**src/hdl/afod_pkg.sv**
```systemverilog
// Package for the flip orientation detector.
// Holds shared widths, register indexes, status codes and reset values.
// Used by the channel interfaces and every module of the block.
`default_nettype none

package afod_pkg;

   localparam int SAMPLE_BITS_DEF = 16;
   localparam int TIME_BITS_DEF   = 32;

   // Unit vector components are Q1.15; quotients need one more bit.
   localparam int UNIT_BITS  = 16;
   localparam int QUOT_BITS  = UNIT_BITS + 1;
   localparam int FRAC_SHIFT = UNIT_BITS;

   localparam int CSR_INDEX_BITS = 3;
   localparam int CSR_DATA_BITS  = 16;
   localparam int MAG_BITS       = 15;
   localparam int MAGSQ_BITS     = 2 * MAG_BITS;
   localparam int STATUS_BITS    = 3;

   localparam logic [CSR_INDEX_BITS-1:0] REG_DETECT_ENABLE   = 3'd0;
   localparam logic [CSR_INDEX_BITS-1:0] REG_AXIS_FIRST      = 3'd1;
   localparam logic [CSR_INDEX_BITS-1:0] REG_AXIS_SECOND     = 3'd2;
   localparam logic [CSR_INDEX_BITS-1:0] REG_SAMPLE_INTERVAL = 3'd3;
   localparam logic [CSR_INDEX_BITS-1:0] REG_STABLE_TIME     = 3'd4;
   localparam logic [CSR_INDEX_BITS-1:0] REG_MIN_MAGNITUDE   = 3'd5;
   localparam logic [CSR_INDEX_BITS-1:0] REG_DOT_THRESHOLD   = 3'd6;

   localparam logic [1:0] AXIS_X = 2'd0;
   localparam logic [1:0] AXIS_Y = 2'd1;
   localparam logic [1:0] AXIS_Z = 2'd2;

   localparam logic [STATUS_BITS-1:0] ST_SKIPPED   = 3'd0;
   localparam logic [STATUS_BITS-1:0] ST_WEAK      = 3'd1;
   localparam logic [STATUS_BITS-1:0] ST_AMBIGUOUS = 3'd2;
   localparam logic [STATUS_BITS-1:0] ST_MATCHES   = 3'd3;
   localparam logic [STATUS_BITS-1:0] ST_PENDING   = 3'd4;
   localparam logic [STATUS_BITS-1:0] ST_WAITING   = 3'd5;
   localparam logic [STATUS_BITS-1:0] ST_FLIPPED   = 3'd6;

   localparam logic [15:0]        RST_SAMPLE_INTERVAL = 16'd100;
   localparam logic [15:0]        RST_STABLE_TIME     = 16'd500;
   localparam logic [MAG_BITS-1:0] RST_MIN_MAGNITUDE  = 15'd2048;
   localparam logic [MAG_BITS-1:0] RST_DOT_THRESHOLD  = 15'd23170;

   typedef struct packed {
      logic start;
      logic done;
   } unit_ctl_type;

endpackage

`default_nettype wire

```
**src/hdl/afod_if.sv**
```systemverilog
// Channel interfaces of the flip orientation detector: sample request and
// status response, each with valid/ready handshake. Depends on afod_pkg.
`default_nettype none

interface afod_req_if
   import afod_pkg::*;
#(
   parameter int SAMPLE_BITS = SAMPLE_BITS_DEF,
   parameter int TIME_BITS   = TIME_BITS_DEF
);
   logic                          valid;
   logic                          ready;
   logic [TIME_BITS-1:0]          now_ms;
   logic signed [SAMPLE_BITS-1:0] accel_x;
   logic signed [SAMPLE_BITS-1:0] accel_y;
   logic signed [SAMPLE_BITS-1:0] accel_z;
   logic                          cancel_pending;

   modport source (output valid, now_ms, accel_x, accel_y, accel_z, cancel_pending,
                   input ready);
   modport sink (input valid, now_ms, accel_x, accel_y, accel_z, cancel_pending,
                 output ready);
endinterface

interface afod_rsp_if
   import afod_pkg::*;
();
   logic                   valid;
   logic                   ready;
   logic [STATUS_BITS-1:0] status;
   logic                   shown_inverted;
   logic                   flipped;

   modport source (output valid, status, shown_inverted, flipped, input ready);
   modport sink (input valid, status, shown_inverted, flipped, output ready);
endinterface

`default_nettype wire

```
**src/hdl/afod_isqrt.sv**
```systemverilog
// Serial integer square root, one result bit per cycle.
// Depends on afod_pkg for the control struct.
`default_nettype none

module afod_isqrt
   import afod_pkg::*;
#(
   parameter int SAMPLE_BITS = SAMPLE_BITS_DEF
) (
   input  wire logic                       clock,
   input  wire logic                       reset,
   input  wire logic                       start,
   input  wire logic [2*SAMPLE_BITS-1:0]   radicand,
   output unit_ctl_type                    ctl,
   output logic [SAMPLE_BITS-1:0]          root
);
   localparam int RAD_W = 2 * SAMPLE_BITS;
   localparam int REM_W = SAMPLE_BITS + 3;
   localparam int CNT_W = $clog2(SAMPLE_BITS + 1);

   logic                   busy_ff, busy_in;
   logic                   done_ff, done_in;
   logic [CNT_W-1:0]       cnt_ff, cnt_in;
   logic [RAD_W-1:0]       rad_ff, rad_in;
   logic [REM_W-1:0]       rem_ff, rem_in;
   logic [SAMPLE_BITS-1:0] root_ff, root_in;
   logic [REM_W-1:0]       rem_shift;
   logic [REM_W-1:0]       trial;

   assign rem_shift = {rem_ff[REM_W-3:0], rad_ff[RAD_W-1 -: 2]};
   assign trial     = REM_W'({root_ff, 2'b01});

   always_comb begin
      busy_in = busy_ff;
      done_in = 1'b0;
      cnt_in  = cnt_ff;
      rad_in  = rad_ff;
      rem_in  = rem_ff;
      root_in = root_ff;
      if (start) begin
         busy_in = 1'b1;
         cnt_in  = '0;
         rad_in  = radicand;
         rem_in  = '0;
         root_in = '0;
      end else if (busy_ff) begin
         rad_in = {rad_ff[RAD_W-3:0], 2'b00};
         if (rem_shift >= trial) begin
            rem_in  = rem_shift - trial;
            root_in = {root_ff[SAMPLE_BITS-2:0], 1'b1};
         end else begin
            rem_in  = rem_shift;
            root_in = {root_ff[SAMPLE_BITS-2:0], 1'b0};
         end
         cnt_in = cnt_ff + 1'b1;
         if (cnt_ff == CNT_W'(SAMPLE_BITS - 1)) begin
            busy_in = 1'b0;
            done_in = 1'b1;
         end
      end
   end

   always_ff @(posedge clock) begin
      if (reset) begin
         busy_ff <= 1'b0;
         done_ff <= 1'b0;
         cnt_ff  <= '0;
      end else begin
         busy_ff <= busy_in;
         done_ff <= done_in;
         cnt_ff  <= cnt_in;
      end
      rad_ff  <= rad_in;
      rem_ff  <= rem_in;
      root_ff <= root_in;
   end

   assign ctl.start = start;
   assign ctl.done  = done_ff;
   assign root      = root_ff;

endmodule

`default_nettype wire

```
**src/hdl/afod_divider.sv**
```systemverilog
// Serial restoring divider for unit vector components: computes
// (ua * 65536 + mag) / (2 * mag), one quotient bit per cycle. Uses afod_pkg.
`default_nettype none

module afod_divider
   import afod_pkg::*;
#(
   parameter int SAMPLE_BITS = SAMPLE_BITS_DEF
) (
   input  wire logic                   clock,
   input  wire logic                   reset,
   input  wire logic                   start,
   input  wire logic [SAMPLE_BITS-1:0] ua,
   input  wire logic [SAMPLE_BITS-1:0] mag,
   output unit_ctl_type                ctl,
   output logic [QUOT_BITS-1:0]        quotient
);
   localparam int NUM_W = SAMPLE_BITS + FRAC_SHIFT + 1;
   localparam int REM_W = SAMPLE_BITS + 1;
   localparam int CNT_W = $clog2(QUOT_BITS + 1);

   logic                 busy_ff, busy_in;
   logic                 done_ff, done_in;
   logic [CNT_W-1:0]     cnt_ff, cnt_in;
   logic [REM_W-1:0]     rem_ff, rem_in;
   logic [REM_W-1:0]     div_ff, div_in;
   logic [QUOT_BITS-1:0] low_ff, low_in;
   logic [NUM_W-1:0]     numer;
   logic [REM_W:0]       rem_shift;

   // The upper numerator bits are already below the divisor since ua <= mag,
   // so only the quotient-bit positions need an iteration.
   assign numer     = NUM_W'({ua, {FRAC_SHIFT{1'b0}}}) + NUM_W'(mag);
   assign rem_shift = {rem_ff, low_ff[QUOT_BITS-1]};

   always_comb begin
      busy_in = busy_ff;
      done_in = 1'b0;
      cnt_in  = cnt_ff;
      rem_in  = rem_ff;
      div_in  = div_ff;
      low_in  = low_ff;
      if (start) begin
         busy_in = 1'b1;
         cnt_in  = '0;
         rem_in  = REM_W'(numer[NUM_W-1:QUOT_BITS]);
         low_in  = numer[QUOT_BITS-1:0];
         div_in  = {mag, 1'b0};
      end else if (busy_ff) begin
         if (rem_shift >= {1'b0, div_ff}) begin
            rem_in = REM_W'(rem_shift - {1'b0, div_ff});
            low_in = {low_ff[QUOT_BITS-2:0], 1'b1};
         end else begin
            rem_in = REM_W'(rem_shift);
            low_in = {low_ff[QUOT_BITS-2:0], 1'b0};
         end
         cnt_in = cnt_ff + 1'b1;
         if (cnt_ff == CNT_W'(QUOT_BITS - 1)) begin
            busy_in = 1'b0;
            done_in = 1'b1;
         end
      end
   end

   always_ff @(posedge clock) begin
      if (reset) begin
         busy_ff <= 1'b0;
         done_ff <= 1'b0;
         cnt_ff  <= '0;
      end else begin
         busy_ff <= busy_in;
         done_ff <= done_in;
         cnt_ff  <= cnt_in;
      end
      rem_ff <= rem_in;
      div_ff <= div_in;
      low_ff <= low_in;
   end

   assign ctl.start = start;
   assign ctl.done  = done_ff;
   assign quotient  = low_ff;

endmodule

`default_nettype wire

```
**src/hdl/accel_flip_orientation_detector.sv**
```systemverilog
// A skipped or cancelled sample goes from idle straight to the done state; a full sample
// passes the square, check, root, two serial 17-step division, dot, classify (once a
// baseline is held) and decide states, and weak or ambiguous ones end early. The done
// state registers each result once the response register is free. Throughput: one
// sample at a time; the next is accepted the cycle after the result is registered.
// Reset (synchronous, active high) restores register defaults and clears control and detector state.
`default_nettype none

module accel_flip_orientation_detector
   import afod_pkg::*;
#(
   parameter int SAMPLE_BITS = SAMPLE_BITS_DEF,
   parameter int TIME_BITS   = TIME_BITS_DEF
) (
   input  wire logic                      clock,
   input  wire logic                      reset,
   afod_req_if.sink                       req_bus,
   afod_rsp_if.source                     rsp_bus,
   input  wire logic                      csr_write_en,
   input  wire logic [CSR_INDEX_BITS-1:0] csr_index,
   input  wire logic [CSR_DATA_BITS-1:0]  csr_wdata
);
   localparam int SQ_W  = 2 * SAMPLE_BITS;
   localparam int CMP_W = (SQ_W > MAGSQ_BITS) ? SQ_W : MAGSQ_BITS;
   localparam int PROD_W = 2 * UNIT_BITS;
   localparam int DOT_W  = PROD_W + 1;

   typedef enum logic [3:0] {
      S_IDLE, S_SQUARE, S_CHECK, S_ROOT, S_DIV1, S_DIV2, S_DOT, S_CLASS, S_DECIDE, S_DONE
   } state_type;

   state_type state_ff, state_in;

   // Configuration.
   logic                   enable_ff, enable_in;
   logic [1:0]             axis1_ff, axis1_in, axis2_ff, axis2_in;
   logic [15:0]            interval_ff, interval_in, stable_ff, stable_in;
   logic [MAG_BITS-1:0]    minmag_ff, minmag_in, thresh_ff, thresh_in;

   // Persistent detector state.
   logic                   taken_ff, taken_in;
   logic [TIME_BITS-1:0]   last_ff, last_in;
   logic                   base_rdy_ff, base_rdy_in;
   logic signed [UNIT_BITS-1:0] base1_ff, base1_in, base2_ff, base2_in;
   logic                   inv_now_ff, inv_now_in;
   logic                   pend_ff, pend_in;
   logic                   pend_or_ff, pend_or_in;
   logic [TIME_BITS-1:0]   pend_since_ff, pend_since_in;

   // Per-transaction working registers.
   logic [TIME_BITS-1:0]   now_ff, now_in;
   logic [SAMPLE_BITS-1:0] ua1_ff, ua1_in, ua2_ff, ua2_in;
   logic                   neg1_ff, neg1_in, neg2_ff, neg2_in;
   logic [SQ_W-1:0]        sq1_ff, sq1_in, sq2_ff, sq2_in;
   logic [MAGSQ_BITS-1:0]  minsq_ff, minsq_in;
   logic [SAMPLE_BITS-1:0] mag_ff, mag_in;
   logic signed [UNIT_BITS-1:0] n1_ff, n1_in, n2_ff, n2_in;
   logic signed [PROD_W-1:0] prod1_ff, prod1_in, prod2_ff, prod2_in;
   logic                   det_ff, det_in;
   logic [STATUS_BITS-1:0] status_ff, status_in;

   // Response register.
   logic                   rsp_valid_ff, rsp_valid_in;
   logic [STATUS_BITS-1:0] rsp_status_ff, rsp_status_in;
   logic                   rsp_inv_ff, rsp_inv_in;
   logic                   rsp_flip_ff, rsp_flip_in;

   // Datapath helpers.
   logic                   accept;
   logic signed [SAMPLE_BITS-1:0] sel1, sel2;
   logic [SQ_W-1:0]        sq_sum;
   logic                   weak_vec;
   logic                   root_start, div_start;
   logic [SAMPLE_BITS-1:0] root_val, div_ua, div_mag;
   logic [QUOT_BITS-1:0]   quot;
   logic signed [UNIT_BITS-1:0] unit_val;
   logic                   unit_neg;
   logic signed [DOT_W-1:0] dot, thr;
   unit_ctl_type           root_ctl, div_ctl;

   function automatic logic signed [SAMPLE_BITS-1:0] pick_axis(
      input logic [1:0] sel,
      input logic signed [SAMPLE_BITS-1:0] x,
      input logic signed [SAMPLE_BITS-1:0] y,
      input logic signed [SAMPLE_BITS-1:0] z
   );
      logic signed [SAMPLE_BITS-1:0] r;
      case (sel)
         AXIS_X:  r = x;
         AXIS_Z:  r = z;
         default: r = y;
      endcase
      return r;
   endfunction

   assign accept = req_bus.valid && req_bus.ready;
   assign sel1 = pick_axis(axis1_ff, req_bus.accel_x, req_bus.accel_y, req_bus.accel_z);
   assign sel2 = pick_axis(axis2_ff, req_bus.accel_x, req_bus.accel_y, req_bus.accel_z);
   assign sq_sum = sq1_ff + sq2_ff;
   assign weak_vec = (sq_sum == '0) || (CMP_W'(sq_sum) < CMP_W'(minsq_ff));

   assign root_start = (state_ff == S_CHECK) && !weak_vec;
   assign div_start  = ((state_ff == S_ROOT) && root_ctl.done) ||
                       ((state_ff == S_DIV1) && div_ctl.done);
   assign div_ua     = (state_ff == S_ROOT) ? ua1_ff : ua2_ff;
   // The first division starts in the same cycle the root is captured.
   assign div_mag    = (state_ff == S_ROOT) ? root_val : mag_ff;
   assign unit_neg   = (state_ff == S_DIV1) ? neg1_ff : neg2_ff;

   // Round-half-away quotient saturated to the Q1.15 range.
   always_comb begin
      if (unit_neg) begin
         if (quot > QUOT_BITS'(32768)) begin
            unit_val = UNIT_BITS'(-32768);
         end else begin
            unit_val = UNIT_BITS'(QUOT_BITS'(0) - quot);
         end
      end else begin
         if (quot > QUOT_BITS'(32767)) begin
            unit_val = UNIT_BITS'(32767);
         end else begin
            unit_val = UNIT_BITS'(quot);
         end
      end
   end

   assign dot = DOT_W'(prod1_ff) + DOT_W'(prod2_ff);
   assign thr = DOT_W'({thresh_ff, {(UNIT_BITS-1){1'b0}}});

   afod_isqrt #(.SAMPLE_BITS(SAMPLE_BITS)) u_isqrt (
      .clock    (clock),
      .reset    (reset),
      .start    (root_start),
      .radicand (sq_sum),
      .ctl      (root_ctl),
      .root     (root_val)
   );

   afod_divider #(.SAMPLE_BITS(SAMPLE_BITS)) u_divider (
      .clock    (clock),
      .reset    (reset),
      .start    (div_start),
      .ua       (div_ua),
      .mag      (div_mag),
      .ctl      (div_ctl),
      .quotient (quot)
   );

   always_comb begin
      state_in      = state_ff;
      enable_in     = enable_ff;
      axis1_in      = axis1_ff;
      axis2_in      = axis2_ff;
      interval_in   = interval_ff;
      stable_in     = stable_ff;
      minmag_in     = minmag_ff;
      thresh_in     = thresh_ff;
      taken_in      = taken_ff;
      last_in       = last_ff;
      base_rdy_in   = base_rdy_ff;
      base1_in      = base1_ff;
      base2_in      = base2_ff;
      inv_now_in    = inv_now_ff;
      pend_in       = pend_ff;
      pend_or_in    = pend_or_ff;
      pend_since_in = pend_since_ff;
      now_in        = now_ff;
      ua1_in        = ua1_ff;
      ua2_in        = ua2_ff;
      neg1_in       = neg1_ff;
      neg2_in       = neg2_ff;
      sq1_in        = sq1_ff;
      sq2_in        = sq2_ff;
      minsq_in      = minsq_ff;
      mag_in        = mag_ff;
      n1_in         = n1_ff;
      n2_in         = n2_ff;
      prod1_in      = prod1_ff;
      prod2_in      = prod2_ff;
      det_in        = det_ff;
      status_in     = status_ff;
      rsp_valid_in  = rsp_valid_ff && !rsp_bus.ready;
      rsp_status_in = rsp_status_ff;
      rsp_inv_in    = rsp_inv_ff;
      rsp_flip_in   = rsp_flip_ff;

      if (csr_write_en) begin
         case (csr_index)
            REG_DETECT_ENABLE:   enable_in   = csr_wdata[0];
            REG_AXIS_FIRST:      axis1_in    = csr_wdata[1:0];
            REG_AXIS_SECOND:     axis2_in    = csr_wdata[1:0];
            REG_SAMPLE_INTERVAL: interval_in = csr_wdata;
            REG_STABLE_TIME:     stable_in   = csr_wdata;
            REG_MIN_MAGNITUDE:   minmag_in   = csr_wdata[MAG_BITS-1:0];
            REG_DOT_THRESHOLD:   thresh_in   = csr_wdata[MAG_BITS-1:0];
            default: ;
         endcase
      end

      case (state_ff)
         S_IDLE: begin
            if (accept) begin
               now_in    = req_bus.now_ms;
               status_in = ST_SKIPPED;
               state_in  = S_DONE;
               if (req_bus.cancel_pending) begin
                  pend_in = 1'b0;
               end else if (enable_ff && !(taken_ff &&
                            (req_bus.now_ms - last_ff) < TIME_BITS'(interval_ff))) begin
                  taken_in = 1'b1;
                  last_in  = req_bus.now_ms;
                  neg1_in  = sel1[SAMPLE_BITS-1];
                  neg2_in  = sel2[SAMPLE_BITS-1];
                  ua1_in   = sel1[SAMPLE_BITS-1] ? SAMPLE_BITS'(-sel1) : sel1;
                  ua2_in   = sel2[SAMPLE_BITS-1] ? SAMPLE_BITS'(-sel2) : sel2;
                  state_in = S_SQUARE;
               end
            end
         end
         S_SQUARE: begin
            sq1_in   = SQ_W'(ua1_ff) * SQ_W'(ua1_ff);
            sq2_in   = SQ_W'(ua2_ff) * SQ_W'(ua2_ff);
            minsq_in = MAGSQ_BITS'(minmag_ff) * MAGSQ_BITS'(minmag_ff);
            state_in = S_CHECK;
         end
         S_CHECK: begin
            if (weak_vec) begin
               status_in = ST_WEAK;
               state_in  = S_DONE;
            end else begin
               state_in = S_ROOT;
            end
         end
         S_ROOT: begin
            if (root_ctl.done) begin
               mag_in   = root_val;
               state_in = S_DIV1;
            end
         end
         S_DIV1: begin
            if (div_ctl.done) begin
               n1_in    = unit_val;
               state_in = S_DIV2;
            end
         end
         S_DIV2: begin
            if (div_ctl.done) begin
               n2_in    = unit_val;
               state_in = S_DOT;
            end
         end
         S_DOT: begin
            if (!base_rdy_ff) begin
               base1_in    = n1_ff;
               base2_in    = n2_ff;
               base_rdy_in = 1'b1;
               det_in      = 1'b0;
               state_in    = S_DECIDE;
            end else begin
               prod1_in = base1_ff * n1_ff;
               prod2_in = base2_ff * n2_ff;
               state_in = S_CLASS;
            end
         end
         S_CLASS: begin
            if (dot > thr) begin
               det_in   = 1'b0;
               state_in = S_DECIDE;
            end else if (dot < -thr) begin
               det_in   = 1'b1;
               state_in = S_DECIDE;
            end else begin
               status_in = ST_AMBIGUOUS;
               state_in  = S_DONE;
            end
         end
         S_DECIDE: begin
            state_in = S_DONE;
            if (det_ff == inv_now_ff) begin
               pend_in   = 1'b0;
               status_in = ST_MATCHES;
            end else if (!pend_ff || pend_or_ff != det_ff) begin
               pend_or_in    = det_ff;
               pend_since_in = now_ff;
               pend_in       = 1'b1;
               status_in     = ST_PENDING;
            end else if ((now_ff - pend_since_ff) < TIME_BITS'(stable_ff)) begin
               status_in = ST_WAITING;
            end else begin
               pend_in    = 1'b0;
               inv_now_in = det_ff;
               status_in  = ST_FLIPPED;
            end
         end
         S_DONE: begin
            if (!rsp_valid_ff || rsp_bus.ready) begin
               rsp_valid_in  = 1'b1;
               rsp_status_in = status_ff;
               rsp_inv_in    = inv_now_ff;
               rsp_flip_in   = (status_ff == ST_FLIPPED);
               state_in      = S_IDLE;
            end
         end
         default: state_in = S_IDLE;
      endcase
   end

   always_ff @(posedge clock) begin
      if (reset) begin
         state_ff      <= S_IDLE;
         enable_ff     <= 1'b0;
         axis1_ff      <= AXIS_X;
         axis2_ff      <= AXIS_Y;
         interval_ff   <= RST_SAMPLE_INTERVAL;
         stable_ff     <= RST_STABLE_TIME;
         minmag_ff     <= RST_MIN_MAGNITUDE;
         thresh_ff     <= RST_DOT_THRESHOLD;
         taken_ff      <= 1'b0;
         last_ff       <= '0;
         base_rdy_ff   <= 1'b0;
         base1_ff      <= '0;
         base2_ff      <= '0;
         inv_now_ff    <= 1'b0;
         pend_ff       <= 1'b0;
         pend_or_ff    <= 1'b0;
         pend_since_ff <= '0;
         rsp_valid_ff  <= 1'b0;
      end else begin
         state_ff      <= state_in;
         enable_ff     <= enable_in;
         axis1_ff      <= axis1_in;
         axis2_ff      <= axis2_in;
         interval_ff   <= interval_in;
         stable_ff     <= stable_in;
         minmag_ff     <= minmag_in;
         thresh_ff     <= thresh_in;
         taken_ff      <= taken_in;
         last_ff       <= last_in;
         base_rdy_ff   <= base_rdy_in;
         base1_ff      <= base1_in;
         base2_ff      <= base2_in;
         inv_now_ff    <= inv_now_in;
         pend_ff       <= pend_in;
         pend_or_ff    <= pend_or_in;
         pend_since_ff <= pend_since_in;
         rsp_valid_ff  <= rsp_valid_in;
      end
      now_ff        <= now_in;
      ua1_ff        <= ua1_in;
      ua2_ff        <= ua2_in;
      neg1_ff       <= neg1_in;
      neg2_ff       <= neg2_in;
      sq1_ff        <= sq1_in;
      sq2_ff        <= sq2_in;
      minsq_ff      <= minsq_in;
      mag_ff        <= mag_in;
      n1_ff         <= n1_in;
      n2_ff         <= n2_in;
      prod1_ff      <= prod1_in;
      prod2_ff      <= prod2_in;
      det_ff        <= det_in;
      status_ff     <= status_in;
      rsp_status_ff <= rsp_status_in;
      rsp_inv_ff    <= rsp_inv_in;
      rsp_flip_ff   <= rsp_flip_in;
   end

   assign req_bus.ready          = (state_ff == S_IDLE);
   assign rsp_bus.valid          = rsp_valid_ff;
   assign rsp_bus.status         = rsp_status_ff;
   assign rsp_bus.shown_inverted = rsp_inv_ff;
   assign rsp_bus.flipped        = rsp_flip_ff;

   // A transaction is processed alone: no new sample until the current one is done.
   assert property (@(posedge clock) disable iff (reset)
      accept |=> !req_bus.ready)
      else $error("sample accepted while another is in flight");

   // The flip flag agrees with the status code of every response.
   assert property (@(posedge clock) disable iff (reset)
      rsp_bus.valid |-> (rsp_bus.flipped == (rsp_bus.status == ST_FLIPPED)))
      else $error("flip flag disagrees with status");

   // A committed flip always retires the pending change.
   assert property (@(posedge clock) disable iff (reset)
      (state_ff == S_DECIDE && status_in == ST_FLIPPED) |=> !pend_ff)
      else $error("pending change survived a flip");

   // The divider is only ever started while the root or the first division retires.
   assert property (@(posedge clock) disable iff (reset)
      div_ctl.start |-> (root_ctl.done || div_ctl.done))
      else $error("divider started without a finished operand");

endmodule

`default_nettype wire

```
**src/flat_wrapper.sv**
```systemverilog
// flat-port wrapper written by rule: the top's interface ports become plain ports
module accel_flip_orientation_detector_flat import afod_pkg::*;
#(
   parameter int SAMPLE_BITS = SAMPLE_BITS_DEF,
   parameter int TIME_BITS   = TIME_BITS_DEF
)
  (clock, reset, csr_write_en, csr_index, csr_wdata, req_bus_valid, req_bus_now_ms, req_bus_accel_x, req_bus_accel_y, req_bus_accel_z, req_bus_cancel_pending, req_bus_ready, rsp_bus_valid, rsp_bus_status, rsp_bus_shown_inverted, rsp_bus_flipped, rsp_bus_ready);
  afod_req_if #(.SAMPLE_BITS(SAMPLE_BITS), .TIME_BITS(TIME_BITS)) req_bus_i ();
  afod_rsp_if rsp_bus_i ();
  input  wire logic clock;
  input  wire logic reset;
  input  wire logic csr_write_en;
  input  wire logic [CSR_INDEX_BITS-1:0] csr_index;
  input  wire logic [CSR_DATA_BITS-1:0] csr_wdata;
  input wire logic [$bits(req_bus_i.valid)-1:0] req_bus_valid;
  input wire logic [$bits(req_bus_i.now_ms)-1:0] req_bus_now_ms;
  input wire logic [$bits(req_bus_i.accel_x)-1:0] req_bus_accel_x;
  input wire logic [$bits(req_bus_i.accel_y)-1:0] req_bus_accel_y;
  input wire logic [$bits(req_bus_i.accel_z)-1:0] req_bus_accel_z;
  input wire logic [$bits(req_bus_i.cancel_pending)-1:0] req_bus_cancel_pending;
  output wire logic [$bits(req_bus_i.ready)-1:0] req_bus_ready;
  output wire logic [$bits(rsp_bus_i.valid)-1:0] rsp_bus_valid;
  output wire logic [$bits(rsp_bus_i.status)-1:0] rsp_bus_status;
  output wire logic [$bits(rsp_bus_i.shown_inverted)-1:0] rsp_bus_shown_inverted;
  output wire logic [$bits(rsp_bus_i.flipped)-1:0] rsp_bus_flipped;
  input wire logic [$bits(rsp_bus_i.ready)-1:0] rsp_bus_ready;
  assign req_bus_i.valid = req_bus_valid;
  assign req_bus_i.now_ms = req_bus_now_ms;
  assign req_bus_i.accel_x = req_bus_accel_x;
  assign req_bus_i.accel_y = req_bus_accel_y;
  assign req_bus_i.accel_z = req_bus_accel_z;
  assign req_bus_i.cancel_pending = req_bus_cancel_pending;
  assign req_bus_ready = req_bus_i.ready;
  assign rsp_bus_valid = rsp_bus_i.valid;
  assign rsp_bus_status = rsp_bus_i.status;
  assign rsp_bus_shown_inverted = rsp_bus_i.shown_inverted;
  assign rsp_bus_flipped = rsp_bus_i.flipped;
  assign rsp_bus_i.ready = rsp_bus_ready;
  accel_flip_orientation_detector #(.SAMPLE_BITS(SAMPLE_BITS), .TIME_BITS(TIME_BITS)) u_core (.clock(clock), .reset(reset), .req_bus(req_bus_i), .rsp_bus(rsp_bus_i), .csr_write_en(csr_write_en), .csr_index(csr_index), .csr_wdata(csr_wdata));
endmodule
```
**config.mk**
```make
export PLATFORM = sky130hd
export DESIGN_NAME = accel_flip_orientation_detector_flat
export DESIGN_NICKNAME = d
export VERILOG_FILES = /design/src/hdl/afod_pkg.sv /design/src/hdl/afod_if.sv /design/src/hdl/afod_isqrt.sv /design/src/hdl/afod_divider.sv /design/src/hdl/accel_flip_orientation_detector.sv /design/src/flat_wrapper.sv
export SDC_FILE = /design/constraint.sdc
export NUM_CORES = 2
export LEC_CHECK = 0
export BUFFER_PORTS_ARGS = -buffer_cell sky130_fd_sc_hd__buf_2
export CORE_ASPECT_RATIO = 0.9
export CORE_MARGIN = 5
export CORE_UTILIZATION = 71
export DETAILED_ROUTE_END_ITERATION = 12
export PLACE_DENSITY = 0.88
export SLEW_MARGIN = 25
export SYNTH_ARGS = -nofsm -noshare
export SYNTH_HDL_FRONTEND = slang
export SYNTH_SLANG_ARGS = --single-unit
```
**constraint.sdc**
```tcl
create_clock -name clock -period 11.9 [get_ports clock]
set_input_delay 3.57 -clock clock [delete_from_list [all_inputs] [get_ports clock]]
set_output_delay 3.57 -clock clock [all_outputs]
set_load 0.005 [all_outputs]
```
==> reports/metrics.yaml <==
logic_synthesis:
  ys_seq_area_share_pct: 20.92
  yosys.area.top_type: "fa_1"
  synth_cells: 7928
  ys_ff_latch: 580
  yosysTopAreaCellShare_pct: 27.35
  yosysWarnings: 0
  synth_area_per_cell_sq_um: 9.168
  syn-cell-area_sq_mm: 0.07268
  synth_edf_count: 359
  synth_nets: 9718
  synth.distinct_cells: 96
  synthArstFlopShare_pct: 0
  synth_ff_type: "edfxtp_1"
  netlist_top_cells_area: "fa_1 27%, edfxtp_1 15%, ha_1 12%"
sta:
  rsz0062_at_grt: "no"
  fin_tns_setup_ns: 0
  fin_skew_ns: 0.03004
  finalCriticalPeriod_ns: 8.527
  setup_viol: 0
  fmax_mhz: 117.3
  period_share_pct: 71.66
  holdWs_ns: 0.4554
  slew_headroom_pct: 24.40
  hold_viol_final: 0
  drv_slew: 0
  fin_ws_ns: 3.373
  tightestPinTransition_ns: 1.120
place:
  dp_slack_ns: 2.765
  gp_congestion: 0.9218
  dpl_cell_area_sq_mm: 0.07421
  dpl.hpwl_um: 136200
  dp_cells: 9160
  io_buffers: 111
die:
  die_area_sq_mm: 0.1089
  rows: 111
  ios: 112
  die_height_um: 313.5
  die_x_um: 347.3
  coreArea_sq_mm: 0.1018
  initial_utilization_pct: 71.40
cells_and_area:
  fillers: 6600
  nNetsFinal: 9667
  regArea_sq_mm: 0.01521
  area_delta_synth_final_pct: 5.528
  final_cell_area_sq_mm: 0.07670
  stdcell_count: 9297
  drive_gt1_share_pct: 4.639
  multiInputGateArea_sq_mm: 0.05076
global_routing:
  grt_usage_pct: 32.57
  grt_pass1_vias: 58740
  antenna_found_initial: 5
  grt_start_max_net_pins: 99
  grt_overflow_total: 0
  grt_pass1_wl_um: 291200
power_and_ir_drop:
  p_leak_nw: 36.22
  switchingPower_mw: 3.096
  peakVddDrop_mv: 0.1132
  swShare_pct: 38.11
  combPwrFrac_pct: 39.6
  p_per_area_mw_per_mm2: 105.9
  p_int_mw: 5.029
  power_frac_seq_pct: 32.6
  power.share.clock_pct: 27.9
critical_path:
  worstReg2RegStart: "u_core.n2_ff[1]"
  path_cells: "buf_2, inv_1, ha_1, inv_1, fa_1, a211oi_2, o21bai_1, a311o_1, a21oi_1, xnor2_1, ha_1, nor2b_1, o21ai_0, o2111ai_1, nor4_1, nand4_1, nor4_1, o2111ai_1, a2111oi_4, a41o_2, nor2_4, buf_16"
  cp_data_arrival_time_ns: 8.90
  endpoint_kind: "register"
  cp_slowest_cell: "a41o_2"
  cpPeakStageDelay_ns: 0.81
  crit_fanout: 34
  crit_buf_inv: 4
  crit_family: "compound AO/OA/AOI/OAI gates"
  cp.required_ns: 12.28
  critPathLaunchType: "input pin"
  crit_type: "input pin to register"
  cp-startpoint: "req_bus_now_ms[0]"
clocking:
  clockBufferDepth: 3
  clk_pin_slew_ns: 0.06
  tritoncts: "yes"
  cts.sinks: 580
  numCtsBuffers: 69
  clock_latency_ns: 0.64
  post_cts_buffers: 0
  hold_buffers: 0
  cts_root_buf: "clkbuf_16"
  h-tree-depth: 3
  ctsResizeCount: 0
routing:
  drt_iter0_drc: 4845
  wirelength_um: 176400
  via_per_inst: 6.045
  first_pass_iters: 7
  wl_per_cell_um: 18.98
  vias: 56200
  drcViolationCount: 0
  detail-route-antenna-nets: 0
status:
  status: "finished, final reports clean"
worst_hold_path:
  hold_class: "register to register"
  hold_start: "u_core.pend_since_ff[14]"
run:
  drv_cap: 0
-- final timing paths --
kind	endpoint	cells past startpoint	slack, ns
max	u_core.ua2_ff[6]	22	3.37
min	u_core.pend_since_ff[14]	2	0.46
max reg2reg	u_core.prod2_ff[31]	22	4.00
min reg2reg	u_core.pend_since_ff[14]	2	0.46
-- synth_stat cells (7+ instances only) --
master	instances
or2_2	17
a211o_1	29
o21ai_1	45
ha_1	692
a31oi_1	33
o211ai_1	27
nor4_1	22
or3_1	25
nor2b_1	58
a21o_1	111
o31a_1	9
o2111ai_1	12
o22ai_1	7
nand4_1	44
clkbuf_1	245
mux2i_1	73
o21ai_0	204
and4_1	10
a21oi_1	470
xnor2_1	208
inv_1	1535
edfxtp_1	359
nand3_1	117
xor2_1	100
nand3b_1	12
a211oi_1	56
and2_1	374
mux2_2	47
o311ai_0	15
nand2b_1	65
or4_1	8
a2111oi_0	10
nor2_1	398
dfxtp_1	221
fa_1	993
nor3_1	90
buf_2	11
and3_1	35
nand2_1	882
o21bai_1	31
a311oi_1	7
a21boi_0	17
o21a_1	58
o31ai_1	23
-- cell usage in the layout, fill, tap and decap left out, types with 29 or more instances in the layout --
cell type,count
nor2b_1,58
o21bai_1,31
and3_1,35
a21oi_1,468
nand4_1,44
a211o_1,29
o21ai_0,204
a31oi_1,33
and2_1,374
nor3_1,86
o21ai_1,44
o21a_1,58
fa_1,993
buf_2,110
xor2_1,100
edfxtp_1,359
nand2_1,882
buf_4,29
dfxtp_1,220
mux2i_1,73
inv_1,1535
nand2b_1,65
ha_1,692
a21o_1,111
clkbuf_16,73
xnor2_1,208
nand3_1,117
nor2_1,394
a211oi_1,56
mux2_2,47
-- cell type report --
type | instances | area share, %
multi-input combinational | 5545 | 66.18
sequential | 580 | 19.83
inverter | 1538 | 7.527
clock buffer | 94 | 2.564
tap | 1356 | 2.212
timing repair buffer | 143 | 1.086
clock inverter | 33 | 0.5742
antenna | 8 | 0.02610
-- flip-flops by register name (all words and copies together), names as in the netlist, 29 cells and up --
name                   count
u_core.minsq_ff           29
u_core.pend_since_ff      32
u_core.sq2_ff             31
u_core.prod1_ff           32
u_core.u_isqrt.rad_ff     32
u_core.prod2_ff           32
u_core.last_ff            32
u_core.sq1_ff             31
u_core.now_ff             32
-- worst register-to-register path, stage by stage, from the launching register on --
cell	delay (ns)
edfxtp_1	0.91
nand2_1	0.20
fa_1	0.56
fa_1	0.51
fa_1	0.51
inv_1	0.05
fa_1	0.50
fa_1	0.49
inv_1	0.05
fa_1	0.47
inv_1	0.05
ha_1	0.37
a21oi_1	0.21
a21boi_0	0.11
a311o_1	0.39
o211a_1	0.26
o41ai_1	0.66
o211ai_1	0.30
a31o_2	0.32
a21boi_1	0.32
o21bai_1	0.10
a21oi_1	0.20
xnor2_1	0.10
-- cells by family (layout without fill, tap and decap cells) --
group / Yosys count / after routing / synth area share, %
other: 0 / 8 / 0
XOR/XNOR: 309 / 309 / 3.742
AND/OR/NAND/NOR: 2183 / 2183 / 14.18
AO/OA/AOI/OAI: 1247 / 1247 / 10.79
flip-flops: 580 / 580 / 20.92
multiplexers: 120 / 120 / 1.734
buffers and inverters: 1803 / 1808 / 9.363
adder cells (fa/ha/maj): 1686 / 1686 / 39.28
-- power groups by stage --
stage | Sequential, mW | Combinational [mW] | Clock [mW]
finish | 2.65 | 3.21 | 2.27
global route | 2.66 | 3.56 | 2.37
CTS | 2.64 | 3.16 | 2.29
detailed placement | 2.68 | 3.11 | 0
global placement | 2.67 | 2.98 | 0
floorplan | 2.62 | 2.36 | 0
-- metal layers --
layer  vias to the layer above  global-route usage, %  part of all wire (%)
li1                      25440                      -                     -
met1                     27500                  42.65                    39
met2                      2661                  53.65                    47
met3                       591                  6.079                   9.1
met4                         0                  14.09                   4.8
met5                         -                      0                     0
-- metrics by stage --
stage          power (mW)  util (%)
3_3_place_gp        5.647     72.89
5_1_grt             8.592     75.33
3_5_place_dp        5.791     72.90
2_1_floorplan       4.974         -
6_report            8.126     75.34
4_1_cts             8.085     75.26
Note: power is estimated with default switching activity, not from simulation.
